## config.mk

```make
export PLATFORM = sky130hd
export DESIGN_NAME = cr_vlf_queue
export DESIGN_NICKNAME = d
export VERILOG_FILES = /design/src/design/cr_vlf_pkg.sv /design/src/design/cr_vlf_queue.sv
export SDC_FILE = /design/constraint.sdc
export NUM_CORES = 1
export LEC_CHECK = 0
export ABC_AREA = 1
export BUFFER_PORTS_ARGS = -buffer_cell sky130_fd_sc_hd__buf_2
export CAP_MARGIN = 20
export CORE_AREA = 5 5 260 262
export DETAILED_ROUTE_END_ITERATION = 6
export DIE_AREA = 0 0 265 267
export PLACE_DENSITY = 0.63
export SYNTH_ARGS = -nofsm -noshare
export SYNTH_HDL_FRONTEND = slang
export SYNTH_SLANG_ARGS = --single-unit
```

## constraint.sdc

```tcl
create_clock -name i_clk -period 19.8 [get_ports i_clk]
set_input_delay 4.95 -clock i_clk [delete_from_list [all_inputs] [get_ports i_clk]]
set_output_delay 4.95 -clock i_clk [all_outputs]
set_load 0.005 [all_outputs]
```

## src/design/cr_vlf_pkg.sv

```systemverilog
// Shared types and constants of the vector Laplacian face triplet generator.
package cr_vlf_pkg;

    localparam int unsigned ID_W    = 20;
    localparam int unsigned IDX_W   = 21;
    localparam int unsigned LEN_W   = 32;
    localparam int unsigned VAL_W   = 48;
    localparam int unsigned NUM_W   = 106;
    localparam int unsigned DEN_W   = 96;
    localparam int unsigned QUO_W   = 49;
    localparam int unsigned MAG_W   = 49;
    localparam int unsigned TM_W    = 33;
    localparam int unsigned TSQ_W   = 66;
    localparam int unsigned PROD_W  = 64;

    localparam logic [IDX_W-1:0] MAX_EDGES   = 21'd1048576;
    localparam logic [IDX_W-1:0] EDGES_RESET = 21'd1;
    localparam logic [MAG_W-1:0] MAG_CAP     = 49'h1_0000_0000_0000;

    // One corner of a face, ready for the divider and the emitter
    typedef struct packed {
        logic [ID_W-1:0]   ri;
        logic [ID_W-1:0]   rk;
        logic              oneg;
        logic              pneg;
        logic              last;
        logic [LEN_W-1:0]  area;
        logic [TM_W-1:0]   tm;
        logic [TSQ_W-1:0]  tsq;
        logic [PROD_W-1:0] prod;
        logic [DEN_W-1:0]  dden;
    } t_job;

endpackage

```

## src/design/cr_vlf_queue.sv

```systemverilog
// Two-entry job queue between the front end and the back end.
module cr_vlf_queue (
    input  logic              i_clk,
    input  logic              i_rst_n,
    input  logic              i_push,
    input  cr_vlf_pkg::t_job  i_job,
    input  logic              i_pop,
    output cr_vlf_pkg::t_job  o_job,
    output logic              o_full,
    output logic              o_empty
);

    cr_vlf_pkg::t_job r_mem [2];
    logic             r_wp, r_rp;
    logic [1:0]       r_cnt;

    assign o_full  = (r_cnt == 2'd2);
    assign o_empty = (r_cnt == 2'd0);
    assign o_job   = r_mem[r_rp];

    // Advance pointers and count
    always_ff @(posedge i_clk) begin
        if (!i_rst_n) begin
            r_wp  <= 1'b0;
            r_rp  <= 1'b0;
            r_cnt <= 2'd0;
        end else begin
            if (i_push) begin
                r_wp <= !r_wp;
            end
            if (i_pop) begin
                r_rp <= !r_rp;
            end
            r_cnt <= r_cnt + 2'(i_push) - 2'(i_pop);
        end
    end

    always_ff @(posedge i_clk) begin
        if (i_push) begin
            r_mem[r_wp] <= i_job;
        end
    end

    a_cnt_bound: assert property (@(posedge i_clk) disable iff (!i_rst_n)
        r_cnt <= 2'd2) else $error("queue count out of range");
    a_no_overrun: assert property (@(posedge i_clk) disable iff (!i_rst_n)
        i_push |-> !o_full || i_pop) else $error("push into full queue");
    a_no_underrun: assert property (@(posedge i_clk) disable iff (!i_rst_n)
        i_pop |-> !o_empty) else $error("pop from empty queue");

endmodule

```

==> Word-level counts from Yosys, hierarchy flattened <==
Memories as Yosys holds them, arrays and structs flattened. A register that Yosys moved wholly into a read port is not among the register bits.
Cells that the tools add are included.
{ "classes": {"add_sub_neg": 2, "eq_ne": 1, "muxes": 4, "n_reduce_logical": 3} }
{ "op_table": {"columns": ["operator", "n"], "rows": [
  ["2-to-1 mux 1 bit", 4],
  ["adder 2 x 1 -> 2 bit", 1],
  ["== test 2 bit (second input constant)", 1],
  ["logical NOT 1 bit", 2],
  ["logical NOT 2 bit", 1],
  ["subtractor 2 x 1 -> 2 bit", 1]
]} }
{ "word_totals": {"register_bits": 4, "mem_bits_rw": 668, "in_bits": 338, "out_inout_bits": 336, "mem_count": 1} }
{ "mem_list": {"columns": ["name", "words", "word_bits", "read_ports", "rd_ports_with_merged_regs", "write_ports", "line_no", "rtl"], "rows": [
  ["r_mem", 2, 334, 1, 1, 1, "cr_vlf_queue.sv:13", "cr_vlf_pkg::t_job r_mem [2];"]
]} }

==> Logic depth before layout (Yosys ltp) <==
Gate-level depths: netlist (run 1).
{ "depth": {"ltp_word": 3, "ltp_mapped": 7} }

==> Worst setup path after synthesis (run 1) <==
Ideal clock, no wire load.
{ "synth_path": {"path_kind": "input-to-reg", "from": "input i_push", "to": "memory r_mem[0][0] (netlist bit) (enable)", "arrival_ps": 18937, "required_time_ps": 18754, "setup_slack_ps": -184, "cell_stages": 2, "path_cell_list": "inv_1 nor2_1"} }
{ "synth_between": {"elab_chain_cells": 2} }
{ "synth_rtl": {"columns": ["item", "line_no", "rtl"], "rows": [
  ["start: declaration", "cr_vlf_queue.sv:5", "input logic i_push,"],
  ["2-to-1 mux 1 bit", "cr_vlf_queue.sv:39", "if (i_push) begin"],
  ["2-to-1 mux 1 bit (implied by the code)", "cr_vlf_queue.sv:40", "r_mem[r_wp] <= i_job;"],
  ["end: declaration", "cr_vlf_queue.sv:13", null]
]} }
No other way between the ends.

==> metrics.cfg, run 1 <==
[job]
maxCapViolCount=0

[layout]
syn2layout_area_growth_pct=25.7
drive_above_1_share_pct=60.7
nets=2135
finalInstanceArea_um2=31900
post-route-util_pct=49.0
fin_cells=2726

[floorplanning]
core_area_um2=65200
die_w_um=265
io_pins=674
dieHeight_um=267
die_area_um2=70800
std_cell_rows=94
initial_core_util_pct=39.0

[detailed_routing]
drt-total-wl_um=59400
drtAntennaViolNets=0
firstDrtPassIters=4
drc=0
via_per_inst=4.63
wire_per_inst_um=21.8
vias=12600
drt_iter0_drc=641

[global_routing]
antenna_found_initial=24
use_met1_pct=17.9
gr-usage-met2_pct=27.4
top_usage_layer=met2
track_usage_pct=15.7
grt_max_degree=125
grt_first_pass_wirelength_um=83800
grt.overflow.total=0
grt_pass1_vias=13400
grt_util_met3_pct=4.96

[place]
placed_area_um2=29600
place.gp.congestion=0.828
placedCellCount=2586
dpl.hpwl_um=42400
portBuffers=673

[timing]
skew_ns=0.0170
rsz0062_at_grt=no
finalMaxSlewViolations=0
max_clock_freq_mhz=103
worst_pin_slew_ns=1.06
final-setup-viol-count=0
relSlewSlack_pct=29.1
hold_viol=0
period_needed_ns=9.70
post-route-period-util_pct=49.0
fin_tns_setup_ns=0

[cts]
cts_root_buffer=clkbuf_16
clock_latency_ns=0.60
cts.clk_slew.worst_paths_ns=0.06
cts_tree=done
cts-htree-levels=3
cts_buffers=71
clockBufferDepth=3
postCtsSetupRepairBufs=0
clock-sinks=673
postCtsHoldBufs=0
cts_resized=0

[worst_hold_path]
holdPathEnd=r_rp
holdCritStartpoint=r_rp
hold_class=reg -> reg
hold_depth=2

[power]
p_leak_nw=12.5
irDropWorstVdd_uv=100
powerDensity_nw_per_um2=102

[yosys]
ys_seq_elements=673
synth.distinct_cells=12
synthesis.nets=1412
synth_cells=1072
yosysSeqAreaShare_pct=79.4
syn-cell-area_um2=25400
synth_warnings=0
syn_area_per_cell_um2=23.7

[critical_path]
timing.rr.end=r_mem[0][143]
cp_cell_sequence=buf_4 > buf_4 > buf_4 > mux2_4 > buf_2
crit_arrival_ns=4.75
cp_data_required_time_ns=14.85
crit_path_end_kind=output port
rrSetupSlack_ns=16.25
crit_type=reg -> out
crit_path_start_kind=register
worst_path_most_repeated_cell=buf_4
ff2ff_path_depth=4
regToRegStartpoint=r_wp
slowest_delay_ns=0.97
cp_max_fo=64
slowest_stage=dfxtp_4

[status]
status=finished clean

==> cells in the mapped netlist <==
| library cell | number | area (um2) |
|---|---|---|
| inv_1 | 7 | 26.3 |
| edfxtp_1 | 668 | 20100 |
| mux2_4 | 260 | 3900 |
| nand2_1 | 8 | 30.0 |
| a21oi_1 | 1 | 5.00 |
| nand3_1 | 1 | 5.00 |
| nor2_1 | 9 | 33.8 |
| buf_2 | 7 | 35.0 |
| dfxtp_1 | 5 | 100 |
| ha_1 | 2 | 25.0 |
| buf_6 | 30 | 338 |
| mux2_2 | 74 | 833 |
==> report_power, final <==
part / total, mW / switching (mW) / internal [mW] / leakage (nW)
registers: 1.68 / 0.0230 / 1.65 / 6.31
logic: 0.300 / 0.143 / 0.156 / 5.06
clock network: 1.29 / 0.534 / 0.755 / 1.10
total: 3.27 / 0.701 / 2.56 / 12.5
==> metrics by stage <==
stage	hold slack (ns)	setup slack (ns)	total power [mW]
final	0.515	10.10	3.27
after global routing	0.541	9.83	3.39
after CTS	0.512	9.97	3.31
after detailed placement	0.487	10.62	2.01
after global placement	0.478	10.75	2.00
after floorplan	0.463	5.66	1.89
==> state kept, by name, indices dropped and copies added, names as in the netlist, named ones only <==
name / cells
r_cnt: 2
r_mem: 668
r_wp: 1
r_rp: 1
==> kinds of logic (layout without fill, tap and decap cells) <==
logic type	Yosys count	after routing	synth area share, %
compound gates	1	1	0.0197
fa+ha+maj	2	2	0.0985
buf+inv	44	818	1.57
flops	673	673	79.4
mux	334	334	18.7
other cells	0	16	0
simple gates	18	18	0.271
==> worst max path at each step <==
stage                   from          end  cells past startpoint  slack, ns
floorplan             i_push  r_mem[0][0]                      2       5.66
global placement    register   o_job[217]                      5      10.75
detailed placement  register   o_job[222]                      5      10.62
CTS                 register   o_job[222]                      5       9.97
global route        register   o_job[116]                      5       9.83
finish              register   o_job[117]                      5      10.10
==> cells in the final DEF, fill, tap and decap left out, drive strengths merged <==
| master | count |
|---|---|
| a21oi | 1 |
| buf | 687 |
| bufinv | 5 |
| clkbuf | 88 |
| clkinv | 22 |
| clkinvlp | 3 |
| dfxtp | 5 |
| diode | 16 |
| edfxtp | 668 |
| ha | 2 |
| inv | 13 |
| mux2 | 334 |
| nand2 | 8 |
| nand3 | 1 |
| nor2 | 9 |
==> metal layers <==
layer,vias to the layer above,wire length [um]
met5,-,27
met4,6,1900
met3,104,4550
met2,479,31200
met1,6281,21700
li1,5738,-
==> critical path: cells and delay by family, from the launching register on <==
kind                   cells  cell delay, ns
buffers and inverters      4            2.64
muxes                      1            0.36
DFF                        1            0.97
==> area by class of cell <==
class,instances,area (um2)
Fill cell,5452,33200
Clock inverter,36,377
Timing Repair Buffer,687,3470
Inverter,7,33.8
Tap cell,864,1080
Clock buffer,88,1900
Multi-Input combinational cell,355,4840
Sequential cell,673,20200
Antenna cell,16,40.0
Power figures use the tool's default switching activity.
==> inputs of run 2 (changes only) <==
--- a/config.mk
+++ b/config.mk
@@ -11,7 +11,7 @@
 export CORE_AREA = 5 5 260 262
 export DETAILED_ROUTE_END_ITERATION = 6
 export DIE_AREA = 0 0 265 267
-export PLACE_DENSITY = 0.63
+export PLACE_DENSITY = 0.6
 export SYNTH_ARGS = -nofsm -noshare
 export SYNTH_HDL_FRONTEND = slang
 export SYNTH_SLANG_ARGS = --single-unit
==> constraint.sdc (replaced) <==
create_clock -name i_clk -period 10.2 [get_ports i_clk]
set_input_delay 2.55 -clock i_clk [delete_from_list [all_inputs] [get_ports i_clk]]
set_output_delay 2.55 -clock i_clk [all_outputs]
set_load 0.005 [all_outputs]
==> run 2 against run 1 <==
Against the previous run:
- total power grew 93%
- design area shrank 0.13%
- via count up 0.74%
- cell count is 0.37% lower
- sequential share of layout area increased by 0.084 points
==> metrics.cfg, run 2 (synthesis gave the netlist of run 1 again) <==
[cts]
clock-sinks=673  ; unchanged
cts-htree-levels=3  ; unchanged
cts_tree=done
cts_resized=0  ; unchanged
postCtsHoldBufs=0  ; unchanged
clock_latency_ns=0.59  ; about the same
cts_root_buffer=clkbuf_16
postCtsSetupRepairBufs=0  ; unchanged
clockBufferDepth=3  ; unchanged
cts_buffers=71  ; unchanged
cts.clk_slew.worst_paths_ns=0.06  ; about the same

[layout]
largest_reg_flops=668  ; unchanged
most-common-layout-cells=673 x buf_2, 668 x edfxtp_1, 260 x mux2_4
top_register=r_mem
post-route-util_pct=48.9  ; -0.065 points
drive_above_1_share_pct=60.3  ; -0.41 points
reg_top3=r_mem (668), r_cnt (2)
layout_commonest_cell=buf_2
nets=2128  ; -0.33%
syn2layout_area_growth_pct=25.5

[place]
portBuffers=673  ; unchanged
dpl.hpwl_um=40400  ; -4.7%
place.gp.congestion=0.770  ; -7.0%
pre_cts_ws_ns=5.33  ; -5.29 ns

[global_routing]
grt_max_degree=161  ; +29%
track_usage_pct=15.7  ; -0.058 points
grt_pass1_vias=13600  ; +0.81%
grt.overflow.total=0  ; unchanged
grt_first_pass_wirelength_um=83800  ; about the same
antenna_found_initial=15  ; -38%

[floorplanning]
io_pins=674  ; unchanged
initial_core_util_pct=39.0  ; unchanged
dieHeight_um=267  ; unchanged
std_cell_rows=94  ; unchanged
core_area_um2=65200  ; unchanged
die_w_um=265  ; unchanged
die_area_um2=70800  ; unchanged

[detailed_routing]
vias=12700  ; +0.74%
drtAntennaViolNets=0  ; unchanged
wire_per_inst_um=21.7  ; -0.27%
drt_iter0_drc=715  ; +12%
firstDrtPassIters=5  ; +1
drt-total-wl_um=59000  ; -0.63%
drc=0  ; unchanged
via_per_inst=4.68  ; +1.1%

[worst_hold_path]
holdCritStartpoint=r_rp
hold_class=reg -> reg

[timing]
worst_pin_slew_ns=1.24  ; +0.182 ns
finalWorstSetupSlack_ns=4.70  ; -5.40 ns
max_clock_freq_mhz=182
skew_ns=0.00781  ; -0.00920 ns
period_needed_ns=5.50
whs_ns=0.511  ; -0.00385 ns
rsz0062_at_grt=no
final-setup-viol-count=0  ; unchanged
finalMaxSlewViolations=0  ; unchanged
hold_viol=0  ; unchanged
relSlewSlack_pct=17.0  ; -12 points
post-route-period-util_pct=53.9
fin_tns_setup_ns=0  ; unchanged

[power]
powerDensity_nw_per_um2=198  ; +94%
p_leak_nw=12.4  ; -0.20%
irDropWorstVdd_uv=143  ; +43%
total_power_mw=6.31  ; +93%

[critical_path]
cp_max_fo=121  ; +89%
crit_path_start_kind=register
crit_arrival_ns=2.95  ; -1.80 ns
cp_data_required_time_ns=7.65  ; -7.20 ns
regToRegStartpoint=r_wp
crit_path_end_kind=output port
crit_type=reg -> out

[job]
maxCapViolCount=0  ; unchanged

[status]
status=finished clean

==> run 2: worst paths after layout <==
| kind | to | slack, ns | depth (start not counted) |
|---|---|---|---|
| setup reg to reg | r_mem[1][140] | 7.49 | 3 |
| hold reg to reg | r_rp | 0.51 | 2 |
| setup / recovery | o_job[264] | 4.70 | 3 |
| hold / removal | r_rp | 0.51 | 2 |
==> run 2: area by class of cell <==
| cell class | instances | area (um2) |
|---|---|---|
| Timing Repair Buffer | 680 | 3480 |
| Inverter | 7 | 33.8 |
| Tap cell | 864 | 1080 |
| Clock buffer | 89 | 1910 |
| Antenna cell | 10 | 25.0 |
| Fill cell | 5589 | 33300 |
| Sequential cell | 673 | 20200 |
| Multi-Input combinational cell | 355 | 4840 |
| Clock inverter | 38 | 335 |
==> run 2: metrics by stage <==
step                      instance area, um2  instances
after floorplan                        25400       1072
after CTS                              31800       2706
after global routing                   31900       2713
final                                  31900       2716
after detailed placement               29600       2579
after global placement                 29600       2579
==> run 2: power breakdown <==
part / total [mW] / internal [mW] / leakage, nW / switching (mW)
Clock: 2.47 / 1.44 / 1.09 / 1.03
Sequential: 3.25 / 3.21 / 6.31 / 0.0391
Combinational: 0.592 / 0.308 / 5.04 / 0.284
==> run 2: per-layer routing <==
metal  global-route usage, %  share of wire, %  vias up
met5                       0              0.12        -
met2                    28.2                53      447
li1                        -                 -     5734
met1                    17.1                36     6403
met3                    5.17               7.8      105
met4                    6.28               3.0       12
==> run 2: critical path, cell delays in order (launching register included) <==
cell and delay [ns]:
dfxtp_4 0.79, buf_12 0.55, mux2_4 0.39, buf_2 0.14
