===== src/design/cr_vlf_pkg.sv =====
// Shared types and constants of the vector Laplacian face triplet generator.
package cr_vlf_pkg;

    localparam int unsigned ID_W    = 20;
    localparam int unsigned IDX_W   = 21;
    localparam int unsigned LEN_W   = 32;
    localparam int unsigned VAL_W   = 48;
    localparam int unsigned NUM_W   = 106;
    localparam int unsigned DEN_W   = 96;
    localparam int unsigned QUO_W   = 49;
    localparam int unsigned MAG_W   = 49;
    localparam int unsigned TM_W    = 33;
    localparam int unsigned TSQ_W   = 66;
    localparam int unsigned PROD_W  = 64;

    localparam logic [IDX_W-1:0] MAX_EDGES   = 21'd1048576;
    localparam logic [IDX_W-1:0] EDGES_RESET = 21'd1;
    localparam logic [MAG_W-1:0] MAG_CAP     = 49'h1_0000_0000_0000;

    // One corner of a face, ready for the divider and the emitter
    typedef struct packed {
        logic [ID_W-1:0]   ri;
        logic [ID_W-1:0]   rk;
        logic              oneg;
        logic              pneg;
        logic              last;
        logic [LEN_W-1:0]  area;
        logic [TM_W-1:0]   tm;
        logic [TSQ_W-1:0]  tsq;
        logic [PROD_W-1:0] prod;
        logic [DEN_W-1:0]  dden;
    } t_job;

endpackage


===== src/design/cr_vlf_div.sv =====
// Bit-serial rounding divider with a 2^48 magnitude cap.
module cr_vlf_div (
    input  logic                          i_clk,
    input  logic                          i_rst_n,
    input  logic                          i_start,
    input  logic [cr_vlf_pkg::NUM_W-1:0]  i_num,
    input  logic [cr_vlf_pkg::DEN_W-1:0]  i_den,
    output logic                          o_done,
    output logic [cr_vlf_pkg::MAG_W-1:0]  o_mag
);

    localparam logic [1:0] D_IDLE = 2'd0;
    localparam logic [1:0] D_RUN  = 2'd1;
    localparam logic [1:0] D_FIN  = 2'd2;

    logic [1:0]                        r_state;
    logic [5:0]                        r_cnt;
    logic [cr_vlf_pkg::DEN_W-1:0]      r_rem;
    logic [cr_vlf_pkg::DEN_W-1:0]      r_den;
    logic [cr_vlf_pkg::QUO_W-1:0]      r_low;
    logic [cr_vlf_pkg::QUO_W-1:0]      r_quo;
    logic                              r_done;
    logic [cr_vlf_pkg::MAG_W-1:0]      r_mag;

    logic [56:0]                       num_hi;
    logic                              ovf;
    logic [cr_vlf_pkg::DEN_W:0]        trial;
    logic                              fits;
    logic [cr_vlf_pkg::QUO_W:0]        qr;

    always_comb begin
        num_hi = i_num[cr_vlf_pkg::NUM_W-1:cr_vlf_pkg::QUO_W];
        ovf    = {39'd0, num_hi} >= i_den;
        trial  = {r_rem, r_low[cr_vlf_pkg::QUO_W-1]};
        fits   = trial >= {1'b0, r_den};
        qr     = {1'b0, r_quo}
               + 50'({r_rem, 1'b0} >= {1'b0, r_den});
    end

    assign o_done = r_done;
    assign o_mag  = r_mag;

    always_ff @(posedge i_clk) begin
        if (!i_rst_n) begin
            r_state <= D_IDLE;
            r_done  <= 1'b0;
        end else begin
            r_done <= 1'b0;
            unique case (r_state)
                D_IDLE: begin
                    if (i_start) begin
                        if (i_den == '0 || ovf) begin
                            r_done <= 1'b1;
                        end else begin
                            r_state <= D_RUN;
                        end
                    end
                end
                D_RUN: begin
                    if (r_cnt == 6'(cr_vlf_pkg::QUO_W - 1)) begin
                        r_state <= D_FIN;
                    end
                end
                D_FIN: begin
                    r_done  <= 1'b1;
                    r_state <= D_IDLE;
                end
                default: r_state <= D_IDLE;
            endcase
        end
    end

    // Shift one quotient bit per cycle
    always_ff @(posedge i_clk) begin
        if (r_state == D_IDLE && i_start) begin
            r_rem <= {39'd0, num_hi};
            r_den <= i_den;
            r_low <= i_num[cr_vlf_pkg::QUO_W-1:0];
            r_quo <= '0;
            r_cnt <= '0;
            r_mag <= cr_vlf_pkg::MAG_CAP;
        end else if (r_state == D_RUN) begin
            r_rem <= fits ? cr_vlf_pkg::DEN_W'(trial - {1'b0, r_den})
                          : trial[cr_vlf_pkg::DEN_W-1:0];
            r_low <= {r_low[cr_vlf_pkg::QUO_W-2:0], 1'b0};
            r_quo <= {r_quo[cr_vlf_pkg::QUO_W-2:0], fits};
            r_cnt <= r_cnt + 6'd1;
        end else if (r_state == D_FIN) begin
            r_mag <= (qr > {1'b0, cr_vlf_pkg::MAG_CAP}) ? cr_vlf_pkg::MAG_CAP
                                                         : qr[cr_vlf_pkg::MAG_W-1:0];
        end
    end

endmodule


===== src/design/cr_vlf_back.sv =====
// Back end: runs the three divisions of a corner and emits its ten triplets.
module cr_vlf_back (
    input  logic                          i_clk,
    input  logic                          i_rst_n,
    input  logic [20:0]                   i_edge_count,
    input  logic                          i_q_empty,
    input  cr_vlf_pkg::t_job              i_job,
    output logic                          o_pop,
    output logic                          o_m_tvalid,
    input  logic                          i_m_tready,
    output logic [95:0]                   o_m_tdata,
    output logic                          o_m_tuser,
    output logic                          o_m_tlast
);

    localparam logic [1:0] B_IDLE  = 2'd0;
    localparam logic [1:0] B_START = 2'd1;
    localparam logic [1:0] B_WAIT  = 2'd2;
    localparam logic [1:0] B_EMIT  = 2'd3;

    logic [1:0]                        r_state;
    logic [1:0]                        r_grp;
    logic [3:0]                        r_j;
    cr_vlf_pkg::t_job                  r_job;
    logic [cr_vlf_pkg::MAG_W-1:0]      r_mag;
    logic                              r_ovalid;
    logic [20:0]                       r_row, r_col;
    logic [47:0]                       r_val;
    logic                              r_sat, r_last;

    logic                              div_start, div_done;
    logic [cr_vlf_pkg::NUM_W-1:0]      div_num;
    logic [cr_vlf_pkg::DEN_W-1:0]      div_den;
    logic [cr_vlf_pkg::MAG_W-1:0]      div_mag;

    logic                              slot_free, emit, grp_end;
    logic                              row_k, row_n, col_k, col_n, neg;
    logic [20:0]                       row_base, col_base;
    logic [cr_vlf_pkg::MAG_W-1:0]      lim, v;
    logic                              sat;

    cr_vlf_div u_div (
        .i_clk   (i_clk),
        .i_rst_n (i_rst_n),
        .i_start (div_start),
        .i_num   (div_num),
        .i_den   (div_den),
        .o_done  (div_done),
        .o_mag   (div_mag)
    );

    // Select the division of the current group
    always_comb begin
        div_start = (r_state == B_START);
        unique case (r_grp)
            2'd0: begin
                div_num = cr_vlf_pkg::NUM_W'(1) << 41;
                div_den = {64'd0, r_job.area};
            end
            2'd1: begin
                div_num = cr_vlf_pkg::NUM_W'({r_job.tsq, 39'd0});
                div_den = r_job.dden;
            end
            default: begin
                div_num = cr_vlf_pkg::NUM_W'({r_job.tm, 40'd0});
                div_den = {32'd0, r_job.prod};
            end
        endcase
    end

    // Decode the place of the triplet in the corner
    always_comb begin
        row_k = 1'b0; row_n = 1'b0; col_k = 1'b0; col_n = 1'b0; neg = 1'b0;
        unique case (r_j)
            4'd0: ;
            4'd1: begin row_n = 1'b1; col_n = 1'b1; end
            4'd2: begin col_k = 1'b1; neg = r_job.oneg; end
            4'd3: begin row_k = 1'b1; neg = r_job.oneg; end
            4'd4: begin row_n = 1'b1; col_k = 1'b1; col_n = 1'b1; neg = r_job.oneg; end
            4'd5: begin row_k = 1'b1; row_n = 1'b1; col_n = 1'b1; neg = r_job.oneg; end
            4'd6: begin col_k = 1'b1; col_n = 1'b1; neg = r_job.pneg; end
            4'd7: begin row_k = 1'b1; row_n = 1'b1; neg = r_job.pneg; end
            4'd8: begin row_n = 1'b1; col_k = 1'b1; neg = !r_job.pneg; end
            4'd9: begin row_k = 1'b1; col_n = 1'b1; neg = !r_job.pneg; end
            default: ;
        endcase
        row_base = {1'b0, row_k ? r_job.rk : r_job.ri};
        col_base = {1'b0, col_k ? r_job.rk : r_job.ri};
        lim      = neg ? 49'h0_8000_0000_0000 : 49'h0_7FFF_FFFF_FFFF;
        sat      = r_mag > lim;
        v        = sat ? lim : r_mag;
        grp_end  = (r_j == 4'd1) || (r_j == 4'd5) || (r_j == 4'd9);
    end

    assign slot_free = !r_ovalid || i_m_tready;
    assign emit      = (r_state == B_EMIT) && slot_free;
    assign o_pop     = (r_state == B_IDLE) && !i_q_empty;

    always_ff @(posedge i_clk) begin
        if (!i_rst_n) begin
            r_state  <= B_IDLE;
            r_grp    <= 2'd0;
            r_j      <= 4'd0;
            r_ovalid <= 1'b0;
        end else begin
            if (emit) begin
                r_ovalid <= 1'b1;
            end else if (i_m_tready) begin
                r_ovalid <= 1'b0;
            end
            unique case (r_state)
                B_IDLE: begin
                    if (!i_q_empty) begin
                        r_grp   <= 2'd0;
                        r_j     <= 4'd0;
                        r_state <= B_START;
                    end
                end
                B_START: r_state <= B_WAIT;
                B_WAIT: begin
                    if (div_done) begin
                        r_state <= B_EMIT;
                    end
                end
                B_EMIT: begin
                    if (slot_free) begin
                        r_j <= r_j + 4'd1;
                        if (grp_end) begin
                            if (r_j == 4'd9) begin
                                r_state <= B_IDLE;
                            end else begin
                                r_grp   <= r_grp + 2'd1;
                                r_state <= B_START;
                            end
                        end
                    end
                end
                default: r_state <= B_IDLE;
            endcase
        end
    end

    // Hold the job, the magnitude and the output transfer
    always_ff @(posedge i_clk) begin
        if (o_pop) begin
            r_job <= i_job;
        end
        if (r_state == B_WAIT && div_done) begin
            r_mag <= div_mag;
        end
        if (emit) begin
            r_row  <= row_base + (row_n ? i_edge_count : 21'd0);
            r_col  <= col_base + (col_n ? i_edge_count : 21'd0);
            r_val  <= neg ? 48'(-v[47:0]) : v[47:0];
            r_sat  <= sat;
            r_last <= r_job.last && (r_j == 4'd9);
        end
    end

    assign o_m_tvalid = r_ovalid;
    assign o_m_tdata  = {6'd0, r_val, r_col, r_row};
    assign o_m_tuser  = r_sat;
    assign o_m_tlast  = r_last;

    a_j_range: assert property (@(posedge i_clk) disable iff (!i_rst_n)
        r_state == B_EMIT |-> r_j <= 4'd9) else $error("triplet index out of range");
    a_grp_match: assert property (@(posedge i_clk) disable iff (!i_rst_n)
        r_state == B_EMIT |-> (r_grp == 2'd0) == (r_j <= 4'd1))
        else $error("group and triplet index disagree");
    a_last_end: assert property (@(posedge i_clk) disable iff (!i_rst_n)
        emit && r_j != 4'd9 |=> !r_last) else $error("last marked early");

endmodule

===== config.mk =====
export PLATFORM = sky130hd
export DESIGN_NAME = cr_vlf_back
export DESIGN_NICKNAME = d
export VERILOG_FILES = /design/src/design/cr_vlf_pkg.sv /design/src/design/cr_vlf_div.sv /design/src/design/cr_vlf_back.sv
export SDC_FILE = /design/constraint.sdc
export NUM_CORES = 2
export LEC_CHECK = 0
export BUFFER_PORTS_ARGS = -buffer_cell sky130_fd_sc_hd__buf_2
export CAP_MARGIN = 20
export CORE_MARGIN = 3
export CORE_UTILIZATION = 35
export DETAILED_ROUTE_END_ITERATION = 16
export PLACE_DENSITY_LB_ADDON = 0.3
export SYNTH_ARGS = -nofsm -noshare
export SYNTH_HDL_FRONTEND = slang
export SYNTH_HIERARCHICAL = 1
export SYNTH_SLANG_ARGS = --single-unit
export TNS_END_PERCENT = 10

===== constraint.sdc =====
create_clock -name i_clk -period 8.95 [get_ports i_clk]
set_clock_uncertainty 0.15 [all_clocks]
set_input_delay 0.895 -clock i_clk [delete_from_list [all_inputs] [get_ports i_clk]]
set_output_delay 0.895 -clock i_clk [all_outputs]
set_load 0.01 [all_outputs]

# Word-level counts from Yosys, hierarchy flattened
# Cells that the tools add are included.
word_totals:
  reg_bits: 832
  in_bits: 359
  out_inout_bits: 100
  wordCells: 141
op_classes:
  add_sub_neg: 8
  order_cmp: 5
  eq_ne: 24
  muxes: 43
  bitwise: 1
  reduce_logical: 31
ops:
  columns: ["op", "n"]
  rows:
  - ["one-hot mux 105 bit (2 select lines)", 1]
  - [">= comparator 97 x 96 -> 1 bit", 2]
  - ["one-hot mux 96 bit (2 select lines)", 1]
  - ["two-way mux 49 bit", 3]
  - ["two-way mux 48 bit", 3]
  - ["two-way mux 57 bit", 2]
  - [">= comparator 56 x 96 -> 1 bit", 1]
  - ["logical NOT 96 bit", 1]
  - ["two-way mux 96 bit", 1]
  - ["subtractor 96 bit", 1]
  - ["adder 49 x 1 -> 50 bit", 1]
  - ["greater-than comparator 50 x 49 -> 1 bit, second input constant", 1]
  - ["greater-than comparator 49 x 48 -> 1 bit", 1]
  - ["negator 48 bit", 1]
  - ["adder 20 x 21 -> 21 bit", 2]
  - ["two-way mux 21 bit", 2]
  - ["two-way mux 20 bit", 2]
  - ["two-way mux 2 bit", 11]
  - ["== test 4 x 3 -> 1 bit, second input constant", 4]
  - ["OR reduction 4 bit", 3]
  - ["!= test 2 bit, second input constant", 5]
  - ["OR reduction 5 bit", 2]
  - ["two-way mux 1 bit", 9]
  - ["== test 4 x 2 -> 1 bit, second input constant", 2]
  - ["26 further kinds", 50]

# Logic depth before layout (Yosys ltp)
logic_depth:
  word_depth: 8
  ltp_mapped: 30
  mapped_depth_nobuf: 24

# Hierarchy
# The synthesis kept the hierarchy.
modules_own_cells:
  columns: ["module", "instances", "cells_per_inst", "area_each_um2", "seq_area_each_um2"]
  rows:
  - ["cr_vlf_div", 1, 2794, 23261.1, 8988.6]
  - ["cr_vlf_back", 1, 1713, 22431.5, 14443.9]

# Worst setup path before layout
# OpenSTA, ideal clock, no wires.
synth_path:
  kind: "input -> output"
  start: "input i_q_empty"
  end: "output o_pop"
  arrival_time_ps: 7548
  setup_slack_ps: 357
  stages: 2
  n_path_buf: 0
  path_cell_list: "nand2b_1 -> inv_1"
synth_via:
  elab_chain_len: 2
synth_lines:
  columns: ["element", "line", "text"]
  rows:
  - ["start, declared", "cr_vlf_back.sv:6", "input logic i_q_empty,"]
  - ["logical NOT 1 bit", null, null]
  - ["logical AND 1 bit", "cr_vlf_back.sv:97", "assign o_pop = (r_state == B_IDLE) && !i_q_empty;"]
  - ["end, declared", "cr_vlf_back.sv:8", "output logic o_pop,"]
# No other way between the ends.

# Worst setup path after layout
layout_path:
  start: "register r_j[1]"
  end: "register r_val[44], data pin"
layout_via:
  elab_chain_len: 8
  word_cells_on_any_way: 17
  classes_between: "add/sub: 1; order compare: 1; eq/ne: 8; mux: 4; reduce/logical: 3"
layout_lines:
  columns: ["element", "line", "text"]
  rows:
  - ["start, declared", "cr_vlf_back.sv:23", "logic [3:0] r_j;"]
  - ["start signal, assigned", "cr_vlf_back.sv:127", "r_j <= r_j + 4'd1;"]
  - ["== test 4 x 3 -> 1 bit, or another cell as far along", "cr_vlf_back.sv:74", "unique case (r_j)"]
  - ["OR reduction 4 bit (no line) / OR reduction 2 bit (equally long branches)", null, null]
  - ["one-hot mux 1 bit (3 select lines) (*)", "cr_vlf_back.sv:74", null]
  - ["two-way mux 48 bit", "cr_vlf_back.sv:89", "lim = neg ? 49'h0_8000_0000_0000 : 49'h0_7FFF_FFFF_FFFF;"]
  - ["greater-than comparator 49 x 48 -> 1 bit", "cr_vlf_back.sv:90", "sat = r_mag > lim;"]
  - ["two-way mux 48 bit", "cr_vlf_back.sv:91", "v = sat ? lim : r_mag;"]
  - ["negator 48 bit", "cr_vlf_back.sv:154", "r_val <= neg ? 48'(-v[47:0]) : v[47:0];"]
  - ["two-way mux 48 bit (*)", "cr_vlf_back.sv:154", null]
  - ["end signal, assigned", "cr_vlf_back.sv:154", null]
  - ["end, declared", "cr_vlf_back.sv:28", "logic [47:0] r_val;"]
# Every way passes the cells marked *; elsewhere a longest branch is shown, timed or not.
# A chain may end at the register's enable or synchronous reset.

==> impl_results.md <==
* Outcome: finished, final reports clean
* Post-Route Setup TNS at 0 ns
* Max_cap viols at 0
* First-pass DRT Iterations at 5
* Per-cell routed wire length at 18.9 µm
* Pwr Total at 15.7 mW
* Yosys top cell by area: edfxtp_1
* Buffers on Ports at 452
* Power share of the sequential group at 36.6%
* Hold EP: r_job[260]
* R2r setup slk at 1.73 ns
* Xor/xnor share of the synthesized area at 3.43%
* R2r startpoint: r_j[1]
* GR Overflow Total at 0
* Longest Clk Path Bufs at 3
* Largest family of logic cells by synthesized area: simple AND/OR/NAND/NOR gates
* Die W at 367 µm
* Top routing layer in use: met5
* Initial Util at 35.6%
* Hold Fails Final Rpt at 0
* Antenna violations before repair at 12
* Post-synthesis sequential area ratio at 51.3%
* Die H at 367 µm
* Crit share post-route at 80.7%
* Max Slew Vio Count at 0
* Synth Flop Type: edfxtp_1
* Sw frac at 38.5%
* ANT nets after route at 0
* I/O pin total at 459
* Site row count at 131
* Worst EP arrival at 7.62 ns
* Synth Area in Adders at 7.17%
* Hold Path Class: primary input to flip-flop
* Worst-Margin Slew at 1.15 ns
* Critical Path Fanout Max at 86
* Layout area overhead at 15.8%
* Clock group share of total power at 24.8%
* Critical Path Sink Type: flip-flop
* Asr flop ratio synth at 0%
* RSZ-0062 raised after global routing: false
* Mapped Area at 45700 µm²
* Total DRC errors in the routed layout at 0
* Cts hold-fix bufs at 0
* Met2 WL at 57300 µm
* CTS Buf Count at 96
* Post-CTS Setup Bufs at 0
* Vias in the first global route at 34400
* Routability cong. at 0.896
* Psw at 6.07 mW
* Register bit total from synthesis at 832
* Clk Latency, worst-skew pair at 0.74 ns
* Layout cells sized above 1 at 15.5%
* Clk sinks at 832
* Die area at 135000 µm²
* Worst hold path cell count at 1
* # setup viols final at 0
* YS warnings at 6
* CTS resizes at 0
* Met1 WL at 58000 µm
* Top cell type's share of synthesized area at 44.5%
* Largest net degree at the start of global routing at 166
* Comb pwr share at 38.5%
* Worst path cell trace: inv_1 > ha_1 > nor2_1 > o32ai_4 > buf_4 > ha_1 > a21o_1 > a21o_1 > a221oi_1 > nand2_1 > a2111oi_0 > or3_1 > buf_4 > nor2_2 > a21oi_1 > ha_1 > buf_4 > nor3b_1 > nand4_1 > nor4_1 > a211oi_1 > a41oi_1 > o41ai_1 > a211oi_1
* Total GRT Usage at 18.2%
* Total number of vias at 35300
* Syn Area/Cell at 10.1 µm²
* Multiplexer share of the synthesized area at 1.54%
* Peak VDD IR at 0.000170 V
* Core box area at 129000 µm²
* Leakage at 21.3 nW
* Vias per inst at 5.25
* Largest cells by area after synthesis: edfxtp_1 (44%), ha_1 (7.0%), dfxtp_1 (6.8%)
* Post-synth EDFFs at 677
* R2r endpoint: r_val[44]
* PwrDens at 298 nW/µm²
* Fmax achieved at 139 MHz
* Critical path launch point type: flip-flop
* R2R cell count at 24
* Simple-Gate Fraction of Synth Area at 17.4%
* DP HPWL at 93200 µm
* CTS tree: built
* Commonest non-fill, non-tap cell in the layout: edfxtp_1
* Starting DRT DRC Count at 2521
* Most frequent cells in the layout: edfxtp_1 (677), nand2_1 (624), buf_2 (452), a21oi_1 (337), nor2_1 (266)
* Final #Nets at 5516
* H-Tree Depth at 3
* Slowest Stage Delay on Critical Path at 0.83 ns
* Slowest-stage cell, CP: buf_4
* Worst setup path startpoint: r_j[1]
* Clk slew on worst S/H paths at 0.06 ns
* Root buf cell: clkbuf_16
* Final WL at 127000 µm
* Rel. slew slack at 22.5%
* Hold wc startpoint: i_job[260]
* Crit path kind: flip-flop to flip-flop
* Compound-Gate Fraction of Synth Area at 15.2%
* WP data required at 9.35 ns
* Met3 wire len at 7340 µm
* Tmin final at 7.22 ns
* Mapped Cells at 4507
* Synth cell types at 111
* First-pass GRT wire length at 196000 µm
* Power Internal at 9.68 mW
## Yosys cell counts, drive strengths merged, types with 28 or more instances
library cell  number
nand4             95
nor4              60
mux2              44
and3              28
nand2b            75
buf               89
xnor2            104
nand3            120
a21o              90
inv              211
dfxtp            155
edfxtp           677
nand2            625
nor2             276
ha               257
xor2              75
a21oi            340
nor3              85
o21ai            288
and2             126
a211oi            33
nor2b             29
a31oi             40
clkbuf           157
o21a              34
a22oi             54
o31ai             28
## routing by layer
| layer | global-route usage [%] | vias up |
|---|---|---|
| met2 | 29.1 | 1047 |
| met3 | 3.46 | 242 |
| met4 | 6.36 | 8 |
| met1 | 24.8 | 16700 |
| li1 | - | 17200 |
| met5 | 0 | - |
## state kept, by name, indices dropped and copies added (netlist names), 2 cells and up
register and flops:
r_grp 2, u_div/r_quo 49, r_job 334, r_j 4, u_div/o_mag 49, u_div/r_rem 96
u_div/r_low 49, u_div/r_den 96, r_state 2, u_div/r_state 2, r_mag 49, r_row 21
r_col 21, r_val 48, u_div/r_cnt 6
## how the worst max path moves through the flow
| stage | endpoint | slack, ns | depth (start not counted) |
|---|---|---|---|
| 2_1_floorplan | o_pop | 0.36 | 2 |
| 3_3_place_gp | r_val[44] | 1.89 | 24 |
| 3_5_place_dp | r_val[44] | 1.73 | 24 |
| 4_1_cts | r_val[44] | 1.77 | 24 |
| 5_1_grt | r_val[44] | 1.00 | 24 |
| 6_report | r_val[44] | 1.73 | 24 |
## power by group through the flow
| stage | Clock, mW | Combinational, mW | Sequential [mW] |
|---|---|---|---|
| finish | 3.91 | 6.07 | 5.77 |
| global route | 4.20 | 6.74 | 5.86 |
| CTS | 4.04 | 6.03 | 5.78 |
| detailed placement | 0 | 6.00 | 5.85 |
| global placement | 0 | 5.96 | 5.83 |
| floorplan | 0 | 4.39 | 5.93 |
## cells by family after synthesis
group / count (synthesis)
and+or+nand+nor: 1615
AOI/OAI and AO/OA: 1099
DFF: 832
buffers and inverters: 458
adders and majority gates: 260
xor gates and xnor gates: 179
muxes: 63
other: 1
## critical path: cells and delay by family (launching register included)
family | cells | cell delay (ns)
AOI/OAI and AO/OA | 10 | 2.52
buffers and inverters | 4 | 1.59
and+or+nand+nor | 7 | 1.54
adders and majority gates | 3 | 0.90
DFF | 1 | 0.34
## layout make-up
class | count | area [µm²]
clock buffer | 117 | 2560
timing repair buffer | 492 | 2620
sequential | 832 | 23400
multi-input combinational | 3263 | 20700
tap | 1729 | 2160
clock inverter | 61 | 617
antenna | 5 | 12.5
inverter | 212 | 811
fill | 12600 | 75600
## per-stage QoR
| stage | setup slack [ns] | util, % | instance area, µm² | hold WS [ns] | std cells |
|---|---|---|---|---|---|
| 2_1_floorplan | 0.357 | - | 45900 | 0.253 | 4553 |
| 3_3_place_gp | 1.89 | 38.6 | 49700 | 0.264 | 6526 |
| 3_5_place_dp | 1.73 | 38.6 | 49700 | 0.266 | 6526 |
| 4_1_cts | 1.77 | 41.1 | 52800 | 0.105 | 6704 |
| 5_1_grt | 1.00 | 41.2 | 52900 | 0.125 | 6707 |
| 6_report | 1.73 | 41.2 | 52900 | 0.185 | 6711 |
No activity file was read; power rests on OpenSTA's default activity.
